--- src/hw/rtl/lawl_pkg.sv ---
// ----------------------------------------------------------------------------
// lawl_pkg
// Shared types and constants for the leaky accumulator array with winner latch.
// ----------------------------------------------------------------------------
package lawl_pkg;

    localparam int DATA_W    = 16;
    localparam int GAIN_W    = 15;
    localparam int WIN_IDX_W = 4;
    localparam int PADDR_W   = 4;
    localparam int PDATA_W   = 32;
    localparam int FRAC_W    = 12;

    localparam logic signed [DATA_W-1:0] Q_ONE         = 16'sd4096;
    localparam logic signed [DATA_W-1:0] WIN_THRESHOLD = 16'sd3686;

    localparam logic [GAIN_W-1:0] EXCITE_GAIN_RST  = 15'd4096;
    localparam logic [GAIN_W-1:0] INHIBIT_GAIN_RST = 15'd4096;
    localparam logic [GAIN_W-1:0] PULL_RATE_RST    = 15'd0;

    // register index, taken from paddr[3:2]
    typedef enum logic [1:0] {
        REG_EXCITE_GAIN  = 2'd0,
        REG_INHIBIT_GAIN = 2'd1,
        REG_PULL_RATE    = 2'd2
    } cfg_reg_t;

    typedef struct packed {
        logic [GAIN_W-1:0] excite_gain;
        logic [GAIN_W-1:0] inhibit_gain;
        logic [GAIN_W-1:0] pull_rate;
    } cfg_t;

    // one finished element as seen by the tick tracker
    typedef struct packed {
        logic signed [DATA_W-1:0] act;
        logic                     head;
        logic                     last;
        logic                     inh_nz;
    } elem_t;

    typedef struct packed {
        logic                 valid;
        logic [WIN_IDX_W-1:0] index;
    } win_t;

endpackage

--- src/hw/rtl/lawl_req_if.sv ---
// ----------------------------------------------------------------------------
// lawl_req_if
// Input channel: one element of excitation and inhibition per transaction.
// ----------------------------------------------------------------------------
interface lawl_req_if import lawl_pkg::*; ();

    logic                     valid;
    logic                     ready;
    logic signed [DATA_W-1:0] excite_value;
    logic signed [DATA_W-1:0] inhibit_value;

    modport source (output valid, output excite_value, output inhibit_value, input ready);
    modport sink   (input valid, input excite_value, input inhibit_value, output ready);

endinterface

--- src/hw/rtl/lawl_rsp_if.sv ---
// ----------------------------------------------------------------------------
// lawl_rsp_if
// Result channel: updated activity and winner status per transaction.
// ----------------------------------------------------------------------------
interface lawl_rsp_if import lawl_pkg::*; ();

    logic                     valid;
    logic                     ready;
    logic signed [DATA_W-1:0] new_activity;
    logic                     tick_end;
    logic                     winner_valid;
    logic [WIN_IDX_W-1:0]     winner_index;

    modport source (output valid, output new_activity, output tick_end,
                    output winner_valid, output winner_index, input ready);
    modport sink   (input valid, input new_activity, input tick_end,
                    input winner_valid, input winner_index, output ready);

endinterface

--- src/hw/rtl/lawl_cfg.sv ---
// ----------------------------------------------------------------------------
// lawl_cfg
// APB register file holding the three unsigned Q3.12 gains.
// ----------------------------------------------------------------------------
module lawl_cfg import lawl_pkg::*;
(
    input  logic               clk,
    input  logic               rst_n,
    input  logic               psel,
    input  logic               penable,
    input  logic               pwrite,
    input  logic [PADDR_W-1:0] paddr,
    input  logic [PDATA_W-1:0] pwdata,
    output logic [PDATA_W-1:0] prdata,
    output logic               pready,
    output cfg_t               cfg
);

    cfg_t     cfg_reg;
    cfg_t     cfg_next;
    cfg_reg_t sel;
    logic     wr;

    assign pready = 1'b1;
    assign wr     = psel && penable && pwrite;
    assign sel    = cfg_reg_t'(paddr[3:2]);
    assign cfg    = cfg_reg;

    always_comb
    begin
        cfg_next = cfg_reg;
        if (wr)
        begin
            unique case (sel)
                REG_EXCITE_GAIN:  cfg_next.excite_gain  = pwdata[GAIN_W-1:0];
                REG_INHIBIT_GAIN: cfg_next.inhibit_gain = pwdata[GAIN_W-1:0];
                REG_PULL_RATE:    cfg_next.pull_rate    = pwdata[GAIN_W-1:0];
                default:          cfg_next = cfg_reg;
            endcase
        end
    end

    always_comb
    begin
        unique case (sel)
            REG_EXCITE_GAIN:  prdata = PDATA_W'(cfg_reg.excite_gain);
            REG_INHIBIT_GAIN: prdata = PDATA_W'(cfg_reg.inhibit_gain);
            REG_PULL_RATE:    prdata = PDATA_W'(cfg_reg.pull_rate);
            default:          prdata = '0;
        endcase
    end

    always_ff @(posedge clk or negedge rst_n)
    begin
        if (!rst_n)
        begin
            cfg_reg.excite_gain  <= EXCITE_GAIN_RST;
            cfg_reg.inhibit_gain <= INHIBIT_GAIN_RST;
            cfg_reg.pull_rate    <= PULL_RATE_RST;
        end
        else
        begin
            cfg_reg <= cfg_next;
        end
    end

endmodule

--- src/hw/rtl/lawl_act_mem.sv ---
// ----------------------------------------------------------------------------
// lawl_act_mem
// Activity store: one write port, one read port, registered read data.
// ----------------------------------------------------------------------------
module lawl_act_mem import lawl_pkg::*;
#(
    parameter int DEPTH = 16,
    parameter int AW    = 4
)
(
    input  logic                     clk,
    input  logic                     we,
    input  logic [AW-1:0]            waddr,
    input  logic signed [DATA_W-1:0] wdata,
    input  logic                     re,
    input  logic [AW-1:0]            raddr,
    output logic signed [DATA_W-1:0] rdata
);

    logic signed [DATA_W-1:0] ram_reg [DEPTH];
    logic signed [DATA_W-1:0] rdata_reg;

    assign rdata = rdata_reg;

    always_ff @(posedge clk)
    begin
        if (we)
        begin
            ram_reg[waddr] <= wdata;
        end
        if (re)
        begin
            rdata_reg <= ram_reg[raddr];
        end
    end

endmodule

--- src/hw/rtl/lawl_winner.sv ---
// ----------------------------------------------------------------------------
// lawl_winner
// Per-tick running maximum, inhibition flag and the latched winner.
// ----------------------------------------------------------------------------
module lawl_winner import lawl_pkg::*;
#(
    parameter int IDX_W = 4
)
(
    input  logic             clk,
    input  logic             rst_n,
    input  logic             upd,
    input  logic [IDX_W-1:0] idx,
    input  elem_t            elem,
    output win_t             win
);

    logic signed [DATA_W-1:0] max_reg, max_next;
    logic [IDX_W-1:0]         max_idx_reg, max_idx_next;
    logic                     inh_seen_reg, inh_seen_next;
    logic                     latched_reg, latched_next;
    logic [IDX_W-1:0]         slot_reg, slot_next;
    logic [IDX_W+WIN_IDX_W-1:0] slot_ext;

    always_comb
    begin
        max_next      = max_reg;
        max_idx_next  = max_idx_reg;
        latched_next  = latched_reg;
        slot_next     = slot_reg;
        // element 0 restarts the maximum; ties keep the lower index
        if (elem.head || (elem.act > max_reg))
        begin
            max_next     = elem.act;
            max_idx_next = idx;
        end
        inh_seen_next = (inh_seen_reg && !elem.head) || elem.inh_nz;
        if (elem.last)
        begin
            if (inh_seen_next)
            begin
                latched_next = 1'b0;
            end
            if (!latched_next && (max_next > WIN_THRESHOLD))
            begin
                latched_next = 1'b1;
                slot_next    = max_idx_next;
            end
        end
    end

    assign slot_ext  = {{WIN_IDX_W{1'b0}}, slot_next};
    assign win.valid = latched_next;
    assign win.index = latched_next ? slot_ext[WIN_IDX_W-1:0] : '0;

    always_ff @(posedge clk or negedge rst_n)
    begin
        if (!rst_n)
        begin
            max_reg      <= '0;
            max_idx_reg  <= '0;
            inh_seen_reg <= 1'b0;
            latched_reg  <= 1'b0;
            slot_reg     <= '0;
        end
        else if (upd)
        begin
            max_reg      <= max_next;
            max_idx_reg  <= max_idx_next;
            inh_seen_reg <= inh_seen_next;
            latched_reg  <= latched_next;
            slot_reg     <= slot_next;
        end
    end

endmodule

--- src/hw/rtl/leaky_accumulator_winner_latch_top.sv ---
// ----------------------------------------------------------------------------
// leaky_accumulator_winner_latch_top
// Array of leaky accumulators streamed one element per transaction, with a
// per-tick first-index maximum and a latched winner.
// ----------------------------------------------------------------------------
//  channel | dir | handshake              | payload
//  req     | in  | valid / ready          | excite_value, inhibit_value
//  rsp     | out | valid / ready          | new_activity, tick_end,
//          |     |                        | winner_valid, winner_index
//  apb     | in  | psel, penable, pready  | paddr, pwdata, prdata
//
//  one transaction per cycle sustained while rsp is ready
//  stages: store read, three gain products, sum/saturate into the rsp register
//  a store write that lands on the element held in the read stage is forwarded
//  the first tick after reset reads activity as zero (no clearing pass)
//  rsp backpressure stalls the stages in order, holes fill while stalled
// ----------------------------------------------------------------------------
module leaky_accumulator_winner_latch_top import lawl_pkg::*;
#(
    parameter int UNITS = 16
)
(
    input  logic               clk,
    input  logic               rst_n,
    lawl_req_if.sink           req,
    lawl_rsp_if.source         rsp,
    input  logic               psel,
    input  logic               penable,
    input  logic               pwrite,
    input  logic [PADDR_W-1:0] paddr,
    input  logic [PDATA_W-1:0] pwdata,
    output logic [PDATA_W-1:0] prdata,
    output logic               pready
);

    localparam int               IDX_W    = $clog2(UNITS);
    localparam logic [IDX_W-1:0] LAST_IDX = IDX_W'(UNITS - 1);

    cfg_t cfg;

    // stage control
    logic a_v_reg, b_v_reg, out_v_reg;
    logic out_adv, b_adv, a_adv;
    logic req_fire, ab_fire, c_fire;

    // element counter and first-tick mark
    logic [IDX_W-1:0] cnt_reg, cnt_next;
    logic             first_tick_reg;

    // read stage
    logic signed [DATA_W-1:0] a_exc_reg, a_inh_reg;
    logic [IDX_W-1:0]         a_idx_reg;
    logic                     a_fresh_reg;
    logic signed [DATA_W-1:0] rd_data;
    logic                     fwd_v_reg, fwd_v_next;
    logic signed [DATA_W-1:0] fwd_data_reg;
    logic [IDX_W-1:0]         fwd_target;
    logic                     fwd_hit;
    logic signed [DATA_W-1:0] a_act;
    logic signed [DATA_W:0]   pull_diff;
    logic signed [31:0]       prod_e, prod_i;
    logic signed [32:0]       prod_p;

    // product stage
    logic signed [31:0]       b_pe_reg, b_pi_reg;
    logic signed [32:0]       b_pp_reg;
    logic signed [DATA_W-1:0] b_act_reg;
    logic [IDX_W-1:0]         b_idx_reg;
    logic                     b_inh_nz_reg;

    // sum stage
    logic signed [19:0]       term_e, term_i;
    logic signed [20:0]       term_p;
    logic signed [22:0]       sum;
    logic signed [DATA_W-1:0] new_act;
    elem_t                    elem;
    win_t                     win;

    // rsp register
    logic signed [DATA_W-1:0] out_act_reg;
    logic                     out_last_reg;
    win_t                     out_win_reg;

    lawl_cfg u_cfg
    (
        .clk     (clk),
        .rst_n   (rst_n),
        .psel    (psel),
        .penable (penable),
        .pwrite  (pwrite),
        .paddr   (paddr),
        .pwdata  (pwdata),
        .prdata  (prdata),
        .pready  (pready),
        .cfg     (cfg)
    );

    assign out_adv   = !out_v_reg || rsp.ready;
    assign b_adv     = !b_v_reg || out_adv;
    assign a_adv     = !a_v_reg || b_adv;
    assign req.ready = a_adv;
    assign req_fire  = req.valid && a_adv;
    assign ab_fire   = a_v_reg && b_adv;
    assign c_fire    = b_v_reg && out_adv;

    assign cnt_next = (cnt_reg == LAST_IDX) ? '0 : cnt_reg + 1'b1;

    lawl_act_mem #(
        .DEPTH (UNITS),
        .AW    (IDX_W)
    ) u_mem (
        .clk   (clk),
        .we    (c_fire),
        .waddr (b_idx_reg),
        .wdata (new_act),
        .re    (req_fire),
        .raddr (cnt_reg),
        .rdata (rd_data)
    );

    // write-back landing on the element whose read is in flight
    assign fwd_target = req_fire ? cnt_reg : a_idx_reg;
    assign fwd_hit    = c_fire && (req_fire || a_v_reg) && (b_idx_reg == fwd_target);

    always_comb
    begin
        fwd_v_next = fwd_v_reg;
        if (fwd_hit)
        begin
            fwd_v_next = 1'b1;
        end
        else if (req_fire)
        begin
            fwd_v_next = 1'b0;
        end
    end

    always_comb
    begin
        if (a_fresh_reg)
        begin
            a_act = '0;
        end
        else if (fwd_v_reg)
        begin
            a_act = fwd_data_reg;
        end
        else
        begin
            a_act = rd_data;
        end
    end

    assign pull_diff = $signed({Q_ONE[DATA_W-1], Q_ONE}) - $signed({a_act[DATA_W-1], a_act});
    assign prod_e    = $signed({1'b0, cfg.excite_gain}) * a_exc_reg;
    assign prod_i    = $signed({1'b0, cfg.inhibit_gain}) * a_inh_reg;
    assign prod_p    = $signed({1'b0, cfg.pull_rate}) * pull_diff;

    // floor shift by 12 is the upper slice of each product
    assign term_e = $signed(b_pe_reg[31:FRAC_W]);
    assign term_i = $signed(b_pi_reg[31:FRAC_W]);
    assign term_p = $signed(b_pp_reg[32:FRAC_W]);
    assign sum    = 23'(b_act_reg) + 23'(term_e) - 23'(term_i) + 23'(term_p);

    always_comb
    begin
        if (sum > 23'sd32767)
        begin
            new_act = 16'sh7fff;
        end
        else if (sum < -23'sd32768)
        begin
            new_act = 16'sh8000;
        end
        else
        begin
            new_act = sum[DATA_W-1:0];
        end
    end

    assign elem.act    = new_act;
    assign elem.head   = (b_idx_reg == '0);
    assign elem.last   = (b_idx_reg == LAST_IDX);
    assign elem.inh_nz = b_inh_nz_reg;

    lawl_winner #(
        .IDX_W (IDX_W)
    ) u_winner (
        .clk   (clk),
        .rst_n (rst_n),
        .upd   (c_fire),
        .idx   (b_idx_reg),
        .elem  (elem),
        .win   (win)
    );

    always_ff @(posedge clk or negedge rst_n)
    begin
        if (!rst_n)
        begin
            a_v_reg        <= 1'b0;
            b_v_reg        <= 1'b0;
            out_v_reg      <= 1'b0;
            cnt_reg        <= '0;
            first_tick_reg <= 1'b1;
            fwd_v_reg      <= 1'b0;
        end
        else
        begin
            fwd_v_reg <= fwd_v_next;
            if (a_adv)
            begin
                a_v_reg <= req.valid;
            end
            if (b_adv)
            begin
                b_v_reg <= a_v_reg;
            end
            if (out_adv)
            begin
                out_v_reg <= b_v_reg;
            end
            if (req_fire)
            begin
                cnt_reg <= cnt_next;
                if (cnt_reg == LAST_IDX)
                begin
                    first_tick_reg <= 1'b0;
                end
            end
        end
    end

    always_ff @(posedge clk)
    begin
        if (req_fire)
        begin
            a_exc_reg   <= req.excite_value;
            a_inh_reg   <= req.inhibit_value;
            a_idx_reg   <= cnt_reg;
            a_fresh_reg <= first_tick_reg;
        end
        if (fwd_hit)
        begin
            fwd_data_reg <= new_act;
        end
        if (ab_fire)
        begin
            b_pe_reg     <= prod_e;
            b_pi_reg     <= prod_i;
            b_pp_reg     <= prod_p;
            b_act_reg    <= a_act;
            b_idx_reg    <= a_idx_reg;
            b_inh_nz_reg <= (a_inh_reg != '0);
        end
        if (c_fire)
        begin
            out_act_reg  <= new_act;
            out_last_reg <= elem.last;
            out_win_reg  <= win;
        end
    end

    assign rsp.valid        = out_v_reg;
    assign rsp.new_activity = out_act_reg;
    assign rsp.tick_end     = out_last_reg;
    assign rsp.winner_valid = out_win_reg.valid;
    assign rsp.winner_index = out_win_reg.index;

endmodule

--- src/flat_wrapper.sv ---
// flat-port wrapper written by rule: the top's interface ports become plain ports
module leaky_accumulator_winner_latch_top_flat import lawl_pkg::*;
#(
    parameter int UNITS = 16
)
  (clk, rst_n, psel, penable, pwrite, paddr, pwdata, prdata, pready, req_valid, req_excite_value, req_inhibit_value, req_ready, rsp_valid, rsp_new_activity, rsp_tick_end, rsp_winner_valid, rsp_winner_index, rsp_ready);
  lawl_req_if req_i ();
  lawl_rsp_if rsp_i ();
  input  logic clk;
  input  logic rst_n;
  input  logic psel;
  input  logic penable;
  input  logic pwrite;
  input  logic [PADDR_W-1:0] paddr;
  input  logic [PDATA_W-1:0] pwdata;
  output logic [PDATA_W-1:0] prdata;
  output logic pready;
  input wire logic [$bits(req_i.valid)-1:0] req_valid;
  input wire logic [$bits(req_i.excite_value)-1:0] req_excite_value;
  input wire logic [$bits(req_i.inhibit_value)-1:0] req_inhibit_value;
  output wire logic [$bits(req_i.ready)-1:0] req_ready;
  output wire logic [$bits(rsp_i.valid)-1:0] rsp_valid;
  output wire logic [$bits(rsp_i.new_activity)-1:0] rsp_new_activity;
  output wire logic [$bits(rsp_i.tick_end)-1:0] rsp_tick_end;
  output wire logic [$bits(rsp_i.winner_valid)-1:0] rsp_winner_valid;
  output wire logic [$bits(rsp_i.winner_index)-1:0] rsp_winner_index;
  input wire logic [$bits(rsp_i.ready)-1:0] rsp_ready;
  assign req_i.valid = req_valid;
  assign req_i.excite_value = req_excite_value;
  assign req_i.inhibit_value = req_inhibit_value;
  assign req_ready = req_i.ready;
  assign rsp_valid = rsp_i.valid;
  assign rsp_new_activity = rsp_i.new_activity;
  assign rsp_tick_end = rsp_i.tick_end;
  assign rsp_winner_valid = rsp_i.winner_valid;
  assign rsp_winner_index = rsp_i.winner_index;
  assign rsp_i.ready = rsp_ready;
  leaky_accumulator_winner_latch_top #(.UNITS(UNITS)) u_core (.clk(clk), .rst_n(rst_n), .req(req_i), .rsp(rsp_i), .psel(psel), .penable(penable), .pwrite(pwrite), .paddr(paddr), .pwdata(pwdata), .prdata(prdata), .pready(pready));
endmodule
--- config.mk ---
export PLATFORM = sky130hd
export DESIGN_NAME = leaky_accumulator_winner_latch_top_flat
export DESIGN_NICKNAME = d
export VERILOG_FILES = /design/src/hw/rtl/lawl_pkg.sv /design/src/hw/rtl/lawl_req_if.sv /design/src/hw/rtl/lawl_rsp_if.sv /design/src/hw/rtl/lawl_cfg.sv /design/src/hw/rtl/lawl_act_mem.sv /design/src/hw/rtl/lawl_winner.sv /design/src/hw/rtl/leaky_accumulator_winner_latch_top.sv /design/src/flat_wrapper.sv
export SDC_FILE = /design/constraint.sdc
export NUM_CORES = 2
export LEC_CHECK = 0
export ABC_AREA = 1
export BUFFER_PORTS_ARGS = -buffer_cell sky130_fd_sc_hd__buf_2
export CAP_MARGIN = 0
export CORE_MARGIN = 2
export CORE_UTILIZATION = 45
export CTS_CLUSTER_SIZE = 12
export DETAILED_ROUTE_END_ITERATION = 6
export GPL_TIMING_DRIVEN = 0
export SLEW_MARGIN = 0
export SYNTH_ARGS = -nofsm -noshare
export SYNTH_HDL_FRONTEND = slang
export SYNTH_SLANG_ARGS = --single-unit
--- constraint.sdc ---
create_clock -name clk -period 21.9 [get_ports clk]
set_input_delay 2.19 -clock clk [delete_from_list [all_inputs] [get_ports clk]]
set_output_delay 2.19 -clock clk [all_outputs]
set_load 0.05 [all_outputs]
[Word level (Yosys, flattened, before mapping)]
Memories as Yosys holds them, arrays and structs flattened. A register that Yosys moved wholly into a read port is not among the register bits.
Index checks and enable logic that the tools add are counted.
Word-level totals
  bits in registers: 273
  latch bits: 0
  bits in writable memories: 256
  ROM bits: 0
  output and inout port bits: 57
  logic and storage cells: 94
  memories kept: 1
Memory list
  u_core.u_mem.ram_reg: depth 16, bits a word 16, read ports 1, clocked after memory_dff 1, wr ports 1, line lawl_act_mem.sv:20  | logic signed [DATA_W-1:0] ram_reg [DEPTH];
Cells by class
  add/sub/neg operators: 5
  multipliers: 3
  div/mod/pow operators: 0
  order comparisons: 4
  eq/ne operators: 5
  shifts and indexed selects: 0
  multiplexer cells: 19
  bitwise logic cells: 0
  reductions and logical operators: 28
Operators by type and width (number)
  two-way mux 16 bit: 5
  multiplier 16 x 16 -> 32 bit: 2
  one-hot mux 15 bit (3 select lines): 1
  multiplier 16 x 17 -> 33 bit: 1
  adder 23 x 21 -> 23 bit: 1
  greater-than comparator 23 x 16 -> 1 bit (second input constant): 1
  < comparator 23 x 16 -> 1 bit (second input constant): 1
  subtractor 21 x 20 -> 22 bit: 1
  adder 16 x 20 -> 21 bit: 1
  two-way mux 4 bit: 5
  subtractor 14 x 16 -> 17 bit (first input constant): 1
  greater-than comparator 16 x 13 -> 1 bit (second input constant): 1
  greater-than comparator 16 bit: 1
  nonzero test 16 bit: 1
  logical AND 1 bit: 9
  equality test 4 bit (second input constant): 2
  two-way mux 1 bit: 8
  AND reduction 2 bit: 4
  logical OR 1 bit: 6
  zero test 1 bit: 5
  adder 4 x 1 -> 4 bit (second input constant): 1
  equality test 4 bit: 1
  zero test 4 bit: 1
  equality test 2 x 1 -> 1 bit (second input constant): 1
  other kinds (3): 3

[Logic depth before layout (Yosys ltp)]
  word-level depth: 13
  mapped depth: 58
  gate-level depth less buffers: 57

[Modules after synthesis]
Synthesis repeated with hierarchy kept, for this count alone.
Unflattened totals
  cells, all modules: 5980
  area total of the unflattened synthesis: 51540.7 µm²
By module, submodules not included
  leaky_accumulator_winner_latch_top: times used 1, cells an instance 4361, area an instance 35930.7 µm², seq. area each 4901.0 µm²
  lawl_act_mem: times used 1, cells an instance 1074, area an instance 11541.1 µm², seq. area each 8167.8 µm²
  lawl_cfg: times used 1, cells an instance 287, area an instance 2209.6 µm², seq. area each 1128.6 µm²
  lawl_winner: times used 1, cells an instance 258, area an instance 1859.3 µm², seq. area each 650.6 µm²

[Least setup slack after synthesis]
OpenSTA, ideal clock, no wires.
  path type: reg2reg
  start: register u_core.fwd_v_reg
  end: register u_core.b_pp_reg[31], data pin
  setup time: 262 ps
  arrival time: 7254 ps
  data required time: 21638 ps
  setup slack: 14383 ps
  cell stages (with the launch flop): 35
  buffers on the path: 2
  clock period less this slack: 7517 ps
  cells stage by stage: dfrtp_1 > buf_2 > or2_0 > nand3_1 > clkbuf_1 > ha_1 > nand4_1 > nor2_1 > nand2_1 > nor2_1 > nand4_1 > o21ai_0 > nand3_1 > nand2_1 > clkinv_1 > nand2_1 > fa_1 > inv_1 > fa_1 > fa_1 > inv_1 > fa_1 > fa_1 > fa_1 > inv_1 > ha_1 > a21oi_1 > inv_1 > a31oi_1 > o221ai_1 > a21oi_1 > o21ai_0 > a211o_1 > a21oi_1 > xor2_1
Between the ends
  word-level cells in the longest chain between the ends: 4
Ends and longest elaborated chain
  from (decl): line leaky_accumulator_winner_latch_top.sv:55  | logic fwd_v_reg, fwd_v_next;
  from (signal assigned): line leaky_accumulator_winner_latch_top.sv:210  | fwd_v_reg <= fwd_v_next;
  two-way mux 16 bit: line leaky_accumulator_winner_latch_top.sv:144  | else if (fwd_v_reg)
  two-way mux 16 bit: line leaky_accumulator_winner_latch_top.sv:140  | if (a_fresh_reg)
  subtractor 14 x 16 -> 17 bit: line leaky_accumulator_winner_latch_top.sv:154  | assign pull_diff = $signed({Q_ONE[DATA_W-1], Q_ONE}) - $signed({a_act[DATA_W-1], a_act});
  multiplier 16 x 17 -> 33 bit: line leaky_accumulator_winner_latch_top.sv:157  | assign prod_p = $signed({1'b0, cfg.pull_rate}) * pull_diff;
  named net u_core.prod_p[31]: line leaky_accumulator_winner_latch_top.sv:62  | logic signed [32:0] prod_p;
  to (signal assigned): line leaky_accumulator_winner_latch_top.sv:251  | b_pp_reg <= prod_p;
  to (decl): line leaky_accumulator_winner_latch_top.sv:66  | logic signed [32:0] b_pp_reg;
The timed path passes the listed nets, and every way through them passes these cells.
A chain may end at the register's enable or synchronous reset.

==> metrics.md <==
| Metric | Value |
|---|---|
| Status | `finished clean` |
| Top post-synthesis cells by area | `edfxtp_1, fa_1, inv_1` |
| MaxCap Viol Count | `0` |
| Tcrit/Tclk final | `0.444` |
| Mapped Area | `0.0493 mm2` |
| HP Class | `register to register` |
| Critical Path End Type | `register` |
| DIE HEIGHT | `approximately 340 um` |
| Post-synth top cells | `inv_1, nand2_1, fa_1` |
| CTS root buffer | `clkbuf_16` |
| Worst Setup SP | `u_core.b_pi_reg[18]$_DFFE_PP_` |
| Reg2reg start | `u_core.b_pi_reg[18]$_DFFE_PP_` |
| Max Freq | `approximately 100 MHz` |
| Starting Density | `0.453` |
| CTS Buf Count | `55` |
| GP Congestion | `0.931` |
| Worst Path Max Fanout | `22` |
| Worst slew pin tran | `1.12 ns` |
| Mapped Cells | `5366` |
| Area growth from synthesis to layout | `9.07%` |
| FP Rows | `between 100 and 150` |
| Vias per cell | `just over 5` |
| FFs w/ async S/R, synth | `0.157` |
| Vias in the first global route | `approximately 37000` |
| Core area | `0.109 mm2` |
| Mean Syn Cell Area | `~9 um2` |
| Final Max Slew Viols | `0` |
| Largest net degree at the start of global routing | `roughly 80` |
| Port Buf Inserts | `94` |
| Number of distinct library cells after synthesis | `57` |
| Initial antenna violation count | `0` |
| CP required | `22.30 ns` |
| Clock Path Buffers | `3` |
| Post-route ant nets | `0` |
| Clock Sinks | `509` |
| Post-synth top area cell | `edfxtp_1` |
| WS Path Type | `register to register` |
| GRT Util Overall | `0.243` |
| Crit path time final | `9.72 ns` |
| Max_slew headroom | `0.248` |
| Largest register FFs | `256` |
| WP buf/inv | `5` |
| Final hold violations | `0` |
| Share of layout cells above drive strength 1 | `0.0518` |
| Dpl hpwl | `106 mm` |
| Synth Flop Type | `edfxtp_1` |
| Initial DRC count | `2506` |
| Sum Neg Setup Slack | `0 ns` |
| Diodes inserted | `0` |
| WL final | `134 mm` |
| Hold Path Depth | `0` |
| CTS tree | `built` |
| Chip Width | `335 um` |
| Post-CTS Setup Inserts | `0` |
| Most frequent CP cell | `nand2_1` |
| Worst path slowest cell | `xor2_4` |
| RSZ-0062 raised after global routing | `false` |
| CP top delay family | `simple AND/OR/NAND/NOR gates` |
| Die area | `0.112 mm2` |
| Post-synthesis sequential area ratio | `0.301` |
| Hold Startpoint | `u_core.a_idx_reg[1]$_DFF_P_` |
| Yosys top cell area share | `0.259` |
| DRC viols | `0` |
| CTS H-tree lvls | `2` |
| Clk_lat worst skew | `0.66 ns` |
| FF-to-FF setup slack | `12.18 ns` |
| Count leader, synth | `inv_1` |
| Post-cts gate resize count | `0` |
| Total Nets Final | `6643` |
| Routed via count | `35900` |
| R2R depth | `45` |
| First-pass GRT wire length | `210 mm` |
| Setup crit start kind | `register` |
| Ys Warns | `0` |
| WHS Endpoint | `u_core.b_idx_reg[1]$_DFFE_PP_` |
| CP arrival | `10.12 ns` |
| Seq cells post-synth | `509` |
| Io pins | `132` |
| Grt ovf | `0` |
| Worst stage delay on the critical path | `0.74 ns` |
| EDFF count, synth | `425` |
| Reg2reg end | `u_core.rsp.winner_index[0]$_SDFFCE_PN0P_` |
| WL/cell | `around 19 um` |
| Worst Skew | `approximately 0.063 ns` |
| Reg clk slew, reported paths | `0.07 ns` |
| Setup Viol. Count Final | `0` |
| Drt first pass iters | `6` |
| Hold_buf cts | `0` |
==> kinds of logic (layout without fill, tap and decap cells) <==
logic type | count (synthesis) | in the layout | share of synthesized area
buffers and inverters | 1552 | 1765 | 0.120
and+or+nand+nor | 1536 | 1536 | 0.125
adders and majority gates | 1019 | 1019 | 0.355
AOI/OAI and AO/OA | 576 | 576 | 0.0662
DFF | 509 | 509 | 0.301
xor gates and xnor gates | 108 | 108 | 0.0196
muxes | 64 | 64 | 0.0130
other | 2 | 18 | 0.000152
==> through the flow <==
stage          hold slack, ns  std cells  utilization  instance area (um2)  setup WS (ns)
5_1_grt                 0.443       7009        0.494                53800          11.34
2_1_floorplan           0.401       5382            -                49400          14.38
6_report                0.428       7009        0.494                53800          12.18
3_3_place_gp            0.406       6890        0.474                51600          12.10
3_5_place_dp            0.423       6906        0.478                52000          12.08
4_1_cts                 0.418       7009        0.494                53800          12.05
==> layout by cell type, fill, tap and decap left out, drive strengths merged, types with 4 or more instances in the layout <==
| cell | n |
|---|---|
| nand2 | 1102 |
| o21a | 7 |
| dfxtp | 4 |
| o21bai | 10 |
| mux2i | 64 |
| xor2 | 72 |
| conb | 18 |
| o21ai | 235 |
| nor4 | 11 |
| a21oi | 202 |
| nor3 | 26 |
| nand4 | 26 |
| a31oi | 10 |
| buf | 147 |
| o221ai | 16 |
| a21o | 8 |
| nand3 | 74 |
| clkinv | 23 |
| xnor2 | 36 |
| fa | 637 |
| or2 | 16 |
| nor2 | 276 |
| inv | 1323 |
| edfxtp | 425 |
| a211oi | 4 |
| clkbuf | 269 |
| dfrtp | 77 |
| o211ai | 70 |
| ha | 382 |
| a21boi | 4 |
==> worst register-to-register path: cells and delay by family (launching register included) <==
family | cells | cell delay [ns]
simple gates | 24 | 3.55
flops | 1 | 0.50
buf+inv | 5 | 0.72
fa+ha+maj | 4 | 1.84
xor+xnor | 2 | 1.07
compound gates | 10 | 1.85
==> how the worst max path moves through the flow <==
| stage | endpoint | slack, ns | cells after the start |
|---|---|---|---|
| 2_1_floorplan | u_core.b_pp_reg[31]$_DFFE_PP_ | 14.38 | 34 |
| 3_3_place_gp | u_core.rsp.winner_index[0]$_SDFFCE_PN0P_ | 12.10 | 45 |
| 3_5_place_dp | u_core.rsp.winner_index[0]$_SDFFCE_PN0P_ | 12.08 | 45 |
| 4_1_cts | u_core.rsp.winner_index[0]$_SDFFCE_PN0P_ | 12.05 | 45 |
| 5_1_grt | u_core.rsp.winner_index[0]$_SDFFCE_PN0P_ | 11.34 | 48 |
| 6_report | u_core.rsp.winner_index[0]$_SDFFCE_PN0P_ | 12.18 | 45 |
==> final cells by class <==
cell class | count | area (um2)
tap | 1414 | 1770
timing repair buffer | 110 | 768
inverter | 1330 | 5000
clock buffer | 84 | 1560
multi-input combinational | 3321 | 28700
sequential | 509 | 14800
clock inverter | 19 | 258
fill | 10200 | 55100
buffer | 222 | 936
==> metal layers <==
layer / routed length, um / track usage
met1: 58500 / 0.341
met2: 63000 / 0.402
met3: 8610 / 0.0290
met4: 3400 / 0.0588
met5: 0 / 0
Power is not shown: default switching activity piles up to over one toggle a cycle in this logic, so the estimate is an artifact.
